$ cat config.mk
export PLATFORM = sky130hd
export DESIGN_NAME = header_length_frame_deframer
export DESIGN_NICKNAME = d
export VERILOG_FILES = /design/src/hw/rtl/hlfd_pkg.sv /design/src/hw/rtl/hlfd_front.sv /design/src/hw/rtl/hlfd_cmd_fifo.sv /design/src/hw/rtl/hlfd_back.sv /design/src/hw/rtl/header_length_frame_deframer.sv
export SDC_FILE = /design/constraint.sdc
export NUM_CORES = 1
export LEC_CHECK = 0
export BUFFER_PORTS_ARGS = -buffer_cell sky130_fd_sc_hd__buf_2
export CORE_MARGIN = 2
export CORE_UTILIZATION = 33
export CTS_BUF_LIST = sky130_fd_sc_hd__clkbuf_4
export CTS_CLUSTER_DIAMETER = 80
export DETAILED_ROUTE_END_ITERATION = 8
export GPL_TIMING_DRIVEN = 0
export PLACE_DENSITY = 0.48
export SLEW_MARGIN = 20
export SYNTH_ARGS = -nofsm -noshare
export SYNTH_HDL_FRONTEND = slang
export SYNTH_HIERARCHICAL = 1
export SYNTH_SLANG_ARGS = --single-unit
$ cat constraint.sdc
create_clock -name i_clk -period 4.2 [get_ports i_clk]
set_input_delay 0.84 -clock i_clk [delete_from_list [all_inputs] [get_ports i_clk]]
set_output_delay 0.84 -clock i_clk [all_outputs]
set_load 0.02 [all_outputs]
$ cat src/hw/rtl/hlfd_pkg.sv
// ----------------------------------------------------------------------------
// Header-length frame deframer package
// Shared constants, event codes and the structs that pass between the
// front end, the command queue and the release engine.
// ----------------------------------------------------------------------------
package hlfd_pkg;

    localparam int PAYLOAD_DEPTH = 63;
    localparam int LEN_W         = 6;
    localparam int SLOT_W        = 6;
    localparam int CMD_DEPTH     = 4;

    localparam logic [7:0] LEN_MASK   = 8'h3F;
    localparam logic [7:0] DELIM_FLAG = 8'h40;
    localparam logic [7:0] FINAL_FLAG = 8'h80;

    localparam logic [1:0] EV_PAYLOAD = 2'd0;
    localparam logic [1:0] EV_DELIM   = 2'd1;
    localparam logic [1:0] EV_FINAL   = 2'd2;

    // One command per input byte that produces results.
    typedef struct packed {
        logic             delim;
        logic             payload;
        logic             fin;
        logic             bank;
        logic [LEN_W-1:0] len;
    } t_cmd;

    // Payload buffer write from the front end.
    typedef struct packed {
        logic              en;
        logic              bank;
        logic [SLOT_W-1:0] slot;
        logic [7:0]        data;
    } t_wr;

    // The release engine is finished reading a buffer bank.
    typedef struct packed {
        logic done;
        logic bank;
    } t_rel;

endpackage

$ cat src/hw/rtl/hlfd_front.sv
// ----------------------------------------------------------------------------
// Deframer front end
// Parses headers, tracks the payload position, writes payload bytes into
// one of two buffer banks and issues release commands.
// ----------------------------------------------------------------------------
module hlfd_front (
    input  logic          i_clk,
    input  logic          i_rst_n,
    input  logic          i_push,
    input  logic [7:0]    i_stream_byte,
    output logic          o_full,
    input  logic          i_fifo_full,
    output hlfd_pkg::t_cmd o_cmd,
    output logic          o_cmd_push,
    output hlfd_pkg::t_wr o_wr,
    input  hlfd_pkg::t_rel i_rel,
    output logic [1:0]    o_busy
);
    import hlfd_pkg::*;

    logic             r_active, n_active;
    logic [SLOT_W-1:0] r_count, n_count;
    logic [LEN_W-1:0] r_len, n_len;
    logic             r_fin, n_fin;
    logic             r_bank, n_bank;
    logic [1:0]       r_busy, n_busy;

    logic [7:0]       w_masked;
    logic [LEN_W-1:0] w_hdr_len;
    logic             w_hdr_delim;
    logic             w_hdr_fin;
    logic             w_accept;
    logic [SLOT_W:0]  w_count_inc;
    logic             w_frame_done;

    assign w_masked    = i_stream_byte & LEN_MASK;
    assign w_hdr_len   = w_masked[LEN_W-1:0];
    assign w_hdr_delim = |(i_stream_byte & DELIM_FLAG);
    assign w_hdr_fin   = |(i_stream_byte & FINAL_FLAG);

    // A payload byte may not land in a bank that is still being released.
    assign o_full   = i_fifo_full || (r_active && r_busy[r_bank]);
    assign w_accept = i_push && !o_full;

    assign w_count_inc  = {1'b0, r_count} + {{SLOT_W{1'b0}}, 1'b1};
    assign w_frame_done = r_active && (w_count_inc == {1'b0, r_len});

    always_comb begin
        if (!r_active) begin
            o_cmd.delim   = w_hdr_delim;
            o_cmd.payload = 1'b0;
            o_cmd.fin     = w_hdr_fin && (w_hdr_len == '0);
            o_cmd.bank    = r_bank;
            o_cmd.len     = w_hdr_len;
            o_cmd_push    = w_accept && (w_hdr_delim || (w_hdr_fin && (w_hdr_len == '0)));
        end else begin
            o_cmd.delim   = 1'b0;
            o_cmd.payload = 1'b1;
            o_cmd.fin     = r_fin;
            o_cmd.bank    = r_bank;
            o_cmd.len     = r_len;
            o_cmd_push    = w_accept && w_frame_done;
        end
    end

    assign o_wr.en   = w_accept && r_active;
    assign o_wr.bank = r_bank;
    assign o_wr.slot = r_count;
    assign o_wr.data = i_stream_byte;
    assign o_busy    = r_busy;

    always_comb begin
        n_active = r_active;
        n_count  = r_count;
        n_len    = r_len;
        n_fin    = r_fin;
        n_bank   = r_bank;
        n_busy   = r_busy;
        if (i_rel.done) begin
            n_busy[i_rel.bank] = 1'b0;
        end
        if (w_accept) begin
            if (!r_active) begin
                if (w_hdr_len != '0) begin
                    n_active = 1'b1;
                    n_count  = '0;
                    n_len    = w_hdr_len;
                    n_fin    = w_hdr_fin;
                end
            end else if (w_frame_done) begin
                // The filled bank goes to the release engine; collect into the other.
                n_active       = 1'b0;
                n_busy[r_bank] = 1'b1;
                n_bank         = ~r_bank;
            end else begin
                n_count = w_count_inc[SLOT_W-1:0];
            end
        end
    end

    always_ff @(posedge i_clk) begin
        if (!i_rst_n) begin
            r_active <= 1'b0;
            r_count  <= '0;
            r_bank   <= 1'b0;
            r_busy   <= '0;
        end else begin
            r_active <= n_active;
            r_count  <= n_count;
            r_bank   <= n_bank;
            r_busy   <= n_busy;
        end
    end

    always_ff @(posedge i_clk) begin
        r_len <= n_len;
        r_fin <= n_fin;
    end

endmodule

$ cat src/hw/rtl/hlfd_cmd_fifo.sv
// ----------------------------------------------------------------------------
// Deframer command queue
// Short first-in first-out queue of release commands between the front end
// and the release engine.
// ----------------------------------------------------------------------------
module hlfd_cmd_fifo #(
    parameter int DEPTH = hlfd_pkg::CMD_DEPTH
) (
    input  logic           i_clk,
    input  logic           i_rst_n,
    input  logic           i_push,
    input  hlfd_pkg::t_cmd i_data,
    output logic           o_full,
    input  logic           i_pop,
    output hlfd_pkg::t_cmd o_data,
    output logic           o_empty
);
    import hlfd_pkg::*;

    localparam int PTR_W = (DEPTH > 1) ? $clog2(DEPTH) : 1;
    localparam int CNT_W = $clog2(DEPTH + 1);

    t_cmd             r_mem [DEPTH];
    logic [PTR_W-1:0] r_wptr, n_wptr;
    logic [PTR_W-1:0] r_rptr, n_rptr;
    logic [CNT_W-1:0] r_cnt, n_cnt;
    logic             w_do_push;
    logic             w_do_pop;

    assign o_full    = (r_cnt == CNT_W'(DEPTH));
    assign o_empty   = (r_cnt == '0);
    assign o_data    = r_mem[r_rptr];
    assign w_do_push = i_push && !o_full;
    assign w_do_pop  = i_pop && !o_empty;

    always_comb begin
        n_wptr = r_wptr;
        n_rptr = r_rptr;
        n_cnt  = r_cnt;
        if (w_do_push) begin
            n_wptr = (r_wptr == PTR_W'(DEPTH - 1)) ? '0 : r_wptr + 1'b1;
        end
        if (w_do_pop) begin
            n_rptr = (r_rptr == PTR_W'(DEPTH - 1)) ? '0 : r_rptr + 1'b1;
        end
        if (w_do_push && !w_do_pop) begin
            n_cnt = r_cnt + 1'b1;
        end else if (w_do_pop && !w_do_push) begin
            n_cnt = r_cnt - 1'b1;
        end
    end

    always_ff @(posedge i_clk) begin
        if (!i_rst_n) begin
            r_wptr <= '0;
            r_rptr <= '0;
            r_cnt  <= '0;
        end else begin
            r_wptr <= n_wptr;
            r_rptr <= n_rptr;
            r_cnt  <= n_cnt;
        end
    end

    always_ff @(posedge i_clk) begin
        if (w_do_push) begin
            r_mem[r_wptr] <= i_data;
        end
    end

endmodule

$ cat src/hw/rtl/hlfd_back.sv
// ----------------------------------------------------------------------------
// Deframer release engine
// Holds the two-bank payload buffer and turns each command into delimiter,
// payload and final events through a registered result stage.
// ----------------------------------------------------------------------------
module hlfd_back (
    input  logic           i_clk,
    input  logic           i_rst_n,
    input  hlfd_pkg::t_cmd i_cmd,
    input  logic           i_cmd_empty,
    output logic           o_cmd_pop,
    input  hlfd_pkg::t_wr  i_wr,
    output hlfd_pkg::t_rel o_rel,
    input  logic           i_pop,
    output logic           o_empty,
    output logic [1:0]     o_event_kind,
    output logic [7:0]     o_payload_byte,
    output logic [5:0]     o_payload_length,
    output logic           o_run_last
);
    import hlfd_pkg::*;

    localparam int MEM_DEPTH = 2 * (1 << SLOT_W);

    localparam logic [2:0] S_IDLE  = 3'd0;
    localparam logic [2:0] S_DELIM = 3'd1;
    localparam logic [2:0] S_READ  = 3'd2;
    localparam logic [2:0] S_DATA  = 3'd3;
    localparam logic [2:0] S_FINAL = 3'd4;

    logic [7:0]        r_mem [MEM_DEPTH];
    logic [7:0]        r_rd_data;

    logic [2:0]        r_state, n_state;
    t_cmd              r_cmd, n_cmd;
    logic [SLOT_W-1:0] r_idx, n_idx;

    logic              r_out_valid;
    logic [1:0]        r_out_kind;
    logic [7:0]        r_out_byte;
    logic [LEN_W-1:0]  r_out_len;
    logic              r_out_last;

    logic              w_out_free;
    logic              w_rd_en;
    logic              w_load;
    logic [1:0]        w_ld_kind;
    logic [7:0]        w_ld_byte;
    logic              w_ld_last;
    logic              w_last_byte;

    assign w_out_free  = !r_out_valid || i_pop;
    assign w_last_byte = ({1'b0, r_idx} + {{SLOT_W{1'b0}}, 1'b1}) == {1'b0, r_cmd.len};

    always_comb begin
        n_state    = r_state;
        n_cmd      = r_cmd;
        n_idx      = r_idx;
        o_cmd_pop  = 1'b0;
        w_rd_en    = 1'b0;
        w_load     = 1'b0;
        w_ld_kind  = EV_PAYLOAD;
        w_ld_byte  = 8'd0;
        w_ld_last  = 1'b0;
        o_rel.done = 1'b0;
        o_rel.bank = r_cmd.bank;
        case (r_state)
            S_IDLE: begin
                if (!i_cmd_empty) begin
                    o_cmd_pop = 1'b1;
                    n_cmd     = i_cmd;
                    n_idx     = '0;
                    if (i_cmd.delim) begin
                        n_state = S_DELIM;
                    end else if (i_cmd.payload) begin
                        n_state = S_READ;
                    end else begin
                        n_state = S_FINAL;
                    end
                end
            end
            S_DELIM: begin
                if (w_out_free) begin
                    w_load    = 1'b1;
                    w_ld_kind = EV_DELIM;
                    w_ld_last = !(r_cmd.payload || r_cmd.fin);
                    if (r_cmd.payload) begin
                        n_state = S_READ;
                    end else if (r_cmd.fin) begin
                        n_state = S_FINAL;
                    end else begin
                        n_state = S_IDLE;
                    end
                end
            end
            S_READ: begin
                w_rd_en = 1'b1;
                n_state = S_DATA;
            end
            S_DATA: begin
                if (w_out_free) begin
                    w_load    = 1'b1;
                    w_ld_kind = EV_PAYLOAD;
                    w_ld_byte = r_rd_data;
                    w_ld_last = w_last_byte && !r_cmd.fin;
                    if (w_last_byte) begin
                        // Last read of this bank is done; the front end may refill it.
                        o_rel.done = 1'b1;
                        n_state    = r_cmd.fin ? S_FINAL : S_IDLE;
                    end else begin
                        n_idx   = r_idx + 1'b1;
                        n_state = S_READ;
                    end
                end
            end
            S_FINAL: begin
                if (w_out_free) begin
                    w_load    = 1'b1;
                    w_ld_kind = EV_FINAL;
                    w_ld_last = 1'b1;
                    n_state   = S_IDLE;
                end
            end
            default: begin
                n_state = S_IDLE;
            end
        endcase
    end

    always_ff @(posedge i_clk) begin
        if (i_wr.en) begin
            r_mem[{i_wr.bank, i_wr.slot}] <= i_wr.data;
        end
        if (w_rd_en) begin
            r_rd_data <= r_mem[{r_cmd.bank, r_idx}];
        end
    end

    always_ff @(posedge i_clk) begin
        if (!i_rst_n) begin
            r_state     <= S_IDLE;
            r_out_valid <= 1'b0;
        end else begin
            r_state <= n_state;
            if (w_load) begin
                r_out_valid <= 1'b1;
            end else if (i_pop) begin
                r_out_valid <= 1'b0;
            end
        end
    end

    always_ff @(posedge i_clk) begin
        r_cmd <= n_cmd;
        r_idx <= n_idx;
        if (w_load) begin
            r_out_kind <= w_ld_kind;
            r_out_byte <= w_ld_byte;
            r_out_len  <= r_cmd.len;
            r_out_last <= w_ld_last;
        end
    end

    assign o_empty          = !r_out_valid;
    assign o_event_kind     = r_out_kind;
    assign o_payload_byte   = r_out_byte;
    assign o_payload_length = r_out_len;
    assign o_run_last       = r_out_last;

endmodule

$ cat src/hw/rtl/header_length_frame_deframer.sv
// ----------------------------------------------------------------------------
// Header-length frame deframer
// Splits a byte stream of length-prefixed frames into delimiter, payload
// and final events.
// ----------------------------------------------------------------------------
// Usage:
// Input bytes are written like into a queue: a transfer happens on a clock
// edge with push high and full low. Results are read like from a queue:
// while empty is low the oldest event is on the result ports, and a
// transfer happens on a clock edge with pop high.
// The front end takes one byte per cycle. It stalls (full high) when the
// command queue is full, or when a payload byte would land in a buffer bank
// whose previous frame is still being released; two banks let the next
// frame be collected while the last one goes out.
// With the release engine idle, the first event of a byte goes through the
// command queue and the engine's state register, and for a payload byte the
// buffer read register, into the result register. The engine takes a
// command from the queue, then loads a delimiter or final event into the
// result register; a payload byte is read from the buffer, then loaded.
// A stall on pop only holds the result register; the engine and then the
// front end back up behind it, and nothing is lost.
// Reset clears the frame parser, the queue and the result register; the
// payload buffer needs no clearing, since only bytes of the current frame
// are read.
// ----------------------------------------------------------------------------
module header_length_frame_deframer #(
    parameter int CMD_FIFO_DEPTH = hlfd_pkg::CMD_DEPTH
) (
    input  logic       i_clk,
    input  logic       i_rst_n,
    input  logic       push,
    output logic       full,
    input  logic [7:0] i_stream_byte,
    input  logic       pop,
    output logic       empty,
    output logic [1:0] o_event_kind,
    output logic [7:0] o_payload_byte,
    output logic [5:0] o_payload_length,
    output logic       o_run_last
);
    import hlfd_pkg::*;

    t_cmd       w_cmd_in;
    t_cmd       w_cmd_out;
    logic       w_cmd_push;
    logic       w_cmd_pop;
    logic       w_fifo_full;
    logic       w_fifo_empty;
    t_wr        w_wr;
    t_rel       w_rel;
    logic [1:0] w_busy;

    hlfd_front u_front (
        .i_clk         (i_clk),
        .i_rst_n       (i_rst_n),
        .i_push        (push),
        .i_stream_byte (i_stream_byte),
        .o_full        (full),
        .i_fifo_full   (w_fifo_full),
        .o_cmd         (w_cmd_in),
        .o_cmd_push    (w_cmd_push),
        .o_wr          (w_wr),
        .i_rel         (w_rel),
        .o_busy        (w_busy)
    );

    hlfd_cmd_fifo #(
        .DEPTH (CMD_FIFO_DEPTH)
    ) u_cmd_fifo (
        .i_clk   (i_clk),
        .i_rst_n (i_rst_n),
        .i_push  (w_cmd_push),
        .i_data  (w_cmd_in),
        .o_full  (w_fifo_full),
        .i_pop   (w_cmd_pop),
        .o_data  (w_cmd_out),
        .o_empty (w_fifo_empty)
    );

    hlfd_back u_back (
        .i_clk            (i_clk),
        .i_rst_n          (i_rst_n),
        .i_cmd            (w_cmd_out),
        .i_cmd_empty      (w_fifo_empty),
        .o_cmd_pop        (w_cmd_pop),
        .i_wr             (w_wr),
        .o_rel            (w_rel),
        .i_pop            (pop),
        .o_empty          (empty),
        .o_event_kind     (o_event_kind),
        .o_payload_byte   (o_payload_byte),
        .o_payload_length (o_payload_length),
        .o_run_last       (o_run_last)
    );

    // Non-payload events carry a zero data byte.
    a_zero_byte: assert property (@(posedge i_clk) disable iff (!i_rst_n)
        (!empty && (o_event_kind != EV_PAYLOAD)) |-> (o_payload_byte == 8'd0))
        else $error("non-payload event with nonzero data byte");

    // The front end never overwrites a bank that is still being released.
    a_bank_free: assert property (@(posedge i_clk) disable iff (!i_rst_n)
        w_wr.en |-> !w_busy[w_wr.bank])
        else $error("payload write into a busy bank");

    // A command is never offered to a full queue.
    a_no_overflow: assert property (@(posedge i_clk) disable iff (!i_rst_n)
        w_cmd_push |-> !w_fifo_full)
        else $error("command queue overflow");

    // A bank is only released after it was handed over.
    a_rel_busy: assert property (@(posedge i_clk) disable iff (!i_rst_n)
        w_rel.done |-> w_busy[w_rel.bank])
        else $error("release of a bank that was not handed over");

endmodule
* Word level (Yosys, flattened, before mapping)
Memories as Yosys holds them, arrays and structs flattened. A register that Yosys moved wholly into a read port is not among the register bits. Cells that the tools add are included.
Word-level totals: RAM bits 1064, memories kept 2, flip-flop bits (word level) 60, logic and storage cells 154, bits of input ports 12, output and inout bits 19
Operators by class: reductions and logical operators 42, add/sub/neg operators 7, eq/ne operators 15, bitwise logic cells 6, muxes and demuxes 58, magnitude comparators 4
Memories:
- u_back.r_mem | words 128, bits a word 8, read ports 1, clocked after Yosys merged registers in 1, write ports 1, RTL line hlfd_back.sv:31 | logic [7:0] r_mem [MEM_DEPTH];
- u_cmd_fifo.r_mem | words 4, bits a word 10, read ports 1, clocked after Yosys merged registers in 1, write ports 1, RTL line hlfd_cmd_fifo.sv:23 | t_cmd r_mem [DEPTH];
Operators by type and width (number):
- 6-bit two-way mux | 6
- 3-bit two-way mux | 11
- 1-bit two-way mux | 25
- 2-bit two-way mux | 9
- 3-bit one-hot mux with 5 select lines | 1
- 6-bit by 1-bit adder with 7-bit output (second input constant) | 2
- 7-bit by 6-bit == test with 1-bit output | 2
- 1-bit logical AND | 14
- 6-bit one-hot mux with 2 select lines | 1
- 10-bit two-way mux | 1
- 3-bit AND reduction | 3
- 1-bit logical NOT | 8
- 4-bit AND reduction | 2
- 2-bit nonzero test | 4
- 6-bit by 1-bit adder with 6-bit output (second input constant) | 1
- 3-bit by 2-bit == test with 1-bit output (second input constant) | 2
- 3-bit == test (second input constant) | 2
- 3-bit logical NOT | 2
- 6-bit logical NOT | 1
- 2-bit by 1-bit != test with 1-bit output (second input constant) | 3
- 2-bit != test (second input constant) | 3
- 6-bit nonzero test | 1
- 2-bit by 1-bit adder with 2-bit output (second input constant) | 2
- 2-bit == test (second input constant) | 2
- other kinds (15) | 24

* Longest topological paths before layout
depth in word-level cells 13, depth in mapped cells 15

* Modules after synthesis
Netlist, hierarchy kept.
By module, submodules not included:
- hlfd_back | instances 1, cells an instance 2112, area an instance 41891.4 um2, seq. area each 32030.7 um2
- hlfd_cmd_fifo | instances 1, cells an instance 103, area an instance 1916.8 um2, seq. area each 1381.3 um2
- hlfd_front | instances 1, cells an instance 122, area an instance 1192.4 um2, seq. area each 410.4 um2

* Worst setup path before layout
No wires, ideal clock.
path kind register to register, start point reg u_front.r_count[0], end point reg u_cmd_fifo.r_cnt[2], data required time 4.124 ns, setup slack 0.641 ns, cell stages (with the launch flop) 16, data arrival time 3.483 ns, cells stage by stage dfxtp_1 ha_1 and3_4 a311o_1 a311oi_2 o21ai_1 o211ai_1 and3b_1 nor2b_1 buf_2 ha_1 inv_1 fa_1 xor2_1 or3_2 a21boi_0
Between the ends: cells in the longest elaborated chain, start to end 9, elaborated cells on any way between the ends 11, those cells by class 1 x add/sub; 1 x eq/ne; 2 x mux; 7 x reduce/logical
Ends and longest elaborated chain:
- start: declaration | RTL line hlfd_front.sv:22 | logic [SLOT_W-1:0] r_count, n_count;
- start signal: assignment | RTL line hlfd_front.sv:109 | r_count <= n_count;
- 6-bit by 1-bit adder with 7-bit output (*) | RTL line hlfd_front.sv:45 | assign w_count_inc = {1'b0, r_count} + {{SLOT_W{1'b0}}, 1'b1};
- 7-bit by 6-bit == test with 1-bit output (*) | RTL line hlfd_front.sv:46 | assign w_frame_done = r_active && (w_count_inc == {1'b0, r_len});
- 1-bit logical AND (*) | RTL line hlfd_front.sv:46
- 1-bit logical AND (*) | RTL line hlfd_front.sv:62 | o_cmd_push = w_accept && w_frame_done;
- 1-bit two-way mux (*) | RTL line hlfd_front.sv:49 | if (!r_active) begin
- named net w_cmd_push | RTL line header_length_frame_deframer.sv:45 | logic w_cmd_push;
- 1-bit logical AND (*) | RTL line hlfd_cmd_fifo.sv:33 | assign w_do_push = i_push && !o_full;
- named net u_cmd_fifo.w_do_push | RTL line hlfd_cmd_fifo.sv:27 | logic w_do_push;
- 1-bit logical NOT | RTL line hlfd_cmd_fifo.sv:48 | end else if (w_do_pop && !w_do_push) begin
- 1-bit logical AND | RTL line hlfd_cmd_fifo.sv:48
- 2-bit nonzero test (no line)
- end signal: assignment | RTL line hlfd_cmd_fifo.sv:61 | r_cnt <= n_cnt;
- end: declaration | RTL line hlfd_cmd_fifo.sv:26 | logic [CNT_W-1:0] r_cnt, n_cnt;
The timed path passes the listed nets; every way through them passes the cells marked *. A chain may end at the register's enable or synchronous reset.

==> summary.txt <==
Status - finished with violations
Failing checks - setup timing
Cell taking the most area after synthesis - edfxtp_1
Largest net degree at the start of global routing - 129
Synth top area cells - edfxtp_1 (74%), mux4_2 (10%), mux2i_1 (4.4%)
DR pass1 iterations - 5
DRC marker count from the first detailed-route iteration - 2,295
Drt drc - 0
Avg Cell Area, Syn - 19.3 µm²
Post-CTS setup buffers - 0
Syn Nets - 2,358
Via count - 24.6k
DR WL/cell - 27.7 µm
Worst Path Required - 5.01 ns
Clock latency on the worst-skew pair - 1.19 ns
First-pass GRT wire length - 183,000 µm
Final TNS setup - -1.13 ns
CTS tree - built
Proportion of synthesized area in mux cells - 14.8%
Leak pwr - 0.0168 µW
YS warnings - 6
Post-synth EDFFs - 1,111
Critical Path Start Type - flip-flop
Placed Area - 47,600 µm²
Slew HR - 19.6%
Hold endpoint - u_front/r_len[2]$_DFFE_PP_
Fraction of the mapped netlist area in simple logic gates - 3.77%
IO Port Bufs - 30
Number of global-route vias before repair - 25.1k
# setup viols final - 48
Area grow syn2layout - 15.1%
Worst Max-Slew Pin Slew - 1.21 ns
Placed cell count - 4,163
Setup WS post-layout - -0.0576 ns
Worst vdd ir - 0.000268 V
DP HPWL - 85,100 µm
Post-route core utilization - 38.2%
Xor/xnor share of the synthesized area - 0.353%
Final wirelength - 131,000 µm
Final hold vios - 0
PD cells - 601 nW/µm²
Tcrit/Tclk final - 101%
Die area - 139,000 µm²
Kind of critical path - flip-flop to flip-flop
Mapped cell area - 45,000 µm²
Share of cells above drive strength 1 - 31.4%
Most frequent cells in the layout - edfxtp_1 (1,111), clkbuf_4 (461), mux4_2 (200)
Hold path depth - 2
Fillers - 12.6k
Fin. max-slew vios - 0
Hold path startpoint - i_stream_byte[2]
Critical path data arrival time - 5.06 ns
Seq cells post-synth - 1,134
Worst-case clock buffer depth - 4
CP max FO - 10
RSZ-0062 raised after global routing - true
Non-Filler Instances - 4,719
Reg-to-reg slack, setup - -0.06 ns
Commonest non-fill, non-tap cell in the layout - edfxtp_1
Adder-Cell Fraction of Synth Area - 0.267%
H-tree levels - 5
Chip Height - 373 µm
Main synth FF type - edfxtp_1
Initial antenna violation count - 3
# Max-Cap Violations - 0
Synth async-reset ratio - 0%
Final net count - 2,736
Core Rows - 135
Core area - 135,000 µm²
Clk slew on worst S/H paths - 0.07 ns
Initial Util - 33.2%
Hold Slack - 0.422 ns
Yosys cell types - 70
Share of the synthesized area in the top cell type - 74.1%
Worst R2R Path Depth - 9
Max Freq - 0.235 GHz
CTS root buf - clkbuf_4
Gate Count Post-Synth - 2,337
CP endpoint kind - flip-flop
Final worst path period need - 4.26 ns
Sinks on Clock Net - 1,134
Worst Hold Class - input port to flip-flop
Worst R2R End - u_back/r_mem[29][4]$_DFFE_PP_
Total CTS buffers - 319
Global route overflow - 0
Final ANT Viol Nets - 0
Die Width - 373 µm
Final Skew - 0.0759 ns
Synth Area in Compound Gates - 3.69%
I/O pin count - 31
Via density - 5.21
Critical R2R Launch - u_front/r_active$_SDFFE_PN0P_
Sequential area share after synthesis - 75.2%
Largest family of logic cells by synthesized area - multiplexers
All-Layer GR Usage - 18.5%
Final Cell Area - 51,800 µm²
Gpl congestion - 0.912
-- cell usage after synthesis, types with 5 or more instances --
cell type and count:
nor3_1 16, mux2i_1 196, inv_1 11, a211oi_1 29, ha_1 8, buf_6 17, o211ai_1 16, nand4_1 5
nor2b_1 21, nor2_1 144, buf_2 30, and2_1 9, buf_4 31, and3_1 12, a22oi_1 44, buf_1 7
o22ai_1 19, nand2b_1 12, mux2_2 14, edfxtp_1 1111, a21oi_1 52, dfxtp_1 23, nand3_1 32, a31oi_1 15
o221ai_1 6, mux4_2 200, nand4b_1 6, clkbuf_1 59, nand2_1 81, o21ai_0 32, xnor2_1 10, o31ai_1 7
-- cell type report --
| type | instances | area, µm² | area share (%) |
|---|---|---|---|
| clock inverters | 77 | 364 | 0.703 |
| flip-flops and latches | 1134 | 33800 | 65.3 |
| repair buffers | 57 | 459 | 0.886 |
| inverters | 12 | 45.0 | 0.0870 |
| multi-input cells | 1045 | 10500 | 20.3 |
| plain buffers | 146 | 892 | 1.72 |
| diodes | 6 | 15.0 | 0.0290 |
| clock buffers | 461 | 3460 | 6.68 |
| well taps | 1781 | 2230 | 4.30 |
-- kinds of logic after synthesis --
family	Yosys count
and+or+nand+nor	363
DFF	1134
xor gates and xnor gates	15
buffers and inverters	158
muxes	412
AOI/OAI and AO/OA	246
adders and majority gates	9
-- critical path: stages, from the launching register on --
cell      delay [ns]
dfxtp_1         0.37
clkbuf_1        0.35
inv_1           0.20
or3_4           0.46
inv_2           0.14
clkbuf_1        0.39
nor2b_1         0.31
nand3_1         0.24
clkbuf_2        0.55
nor2_1          0.85
-- power breakdown --
part,leakage [µW],internal (µW),switching (µW)
logic,0.00426,3070,5450
registers,0.0102,12800,185
clock network,0.00232,5140,4530
-- what timing repair did --
action                                  4_1_cts  5_1_grt
hold buffers                                 11        0
pin swaps                                     1        0
endpoints found under the setup margin       44      380
hold endpoints to repair                     35        0
resized for setup                            11       46
-- sequential cells by signal, summed over array words and instances (netlist names), named ones only --
name,count
u_front/r_count,6
u_front/r_bank,1
u_back/r_mem,1024
u_front/o_busy,2
u_back/r_rd_data,8
u_front/r_active,1
u_back/o_rel,1
u_back/o_event_kind,2
u_front/r_fin,1
u_back/r_state,3
u_cmd_fifo/r_wptr,2
u_front/r_len,6
u_back/r_cmd,8
u_back/o_payload_length,6
u_back/r_idx,6
u_cmd_fifo/r_cnt,3
u_cmd_fifo/r_rptr,2
u_back/r_out_valid,1
u_back/o_run_last,1
u_cmd_fifo/r_mem,40
u_back/o_payload_byte,8
-- through the flow --
| stage | power (µW) | worst slack [ns] |
|---|---|---|
| floorplan | 18200 | 0.641 |
| global placement | 21600 | -0.501 |
| detailed placement | 21700 | -0.287 |
| CTS | 31500 | -0.00418 |
| global route | 32400 | -0.255 |
| finish | 31100 | -0.0576 |
-- how the worst max path moves through the flow --
stage,endpoint,cells after the start,from,slack (ns)
after detailed placement,u_back/r_mem[31][1]$_DFFE_PP_,8,push,-0.29
final,u_back/r_mem[29][4]$_DFFE_PP_,9,u_front/r_active$_SDFFE_PN0P_,-0.06
after global routing,u_back/r_mem[61][6]$_DFFE_PP_,9,u_front/r_active$_SDFFE_PN0P_,-0.26
after floorplan,u_cmd_fifo/r_cnt[2]$_SDFFE_PN0P_,15,u_front/r_count[0]$_SDFFE_PN0P_,0.64
after global placement,u_back/r_mem[117][1]$_DFFE_PP_,9,push,-0.50
after CTS,u_back/r_mem[23][1]$_DFFE_PP_,8,u_front/r_active$_SDFFE_PN0P_,-0.004
-- layer usage --
metal,vias to the layer above,wire length (µm),GRT usage (%)
li1,10500,-,-
met1,12800,54900,24.4
met2,1036,62300,29.6
met3,268,9020,4.20
met4,2,4370,7.71
met5,-,12,0
Power figures use the tool's default switching activity.
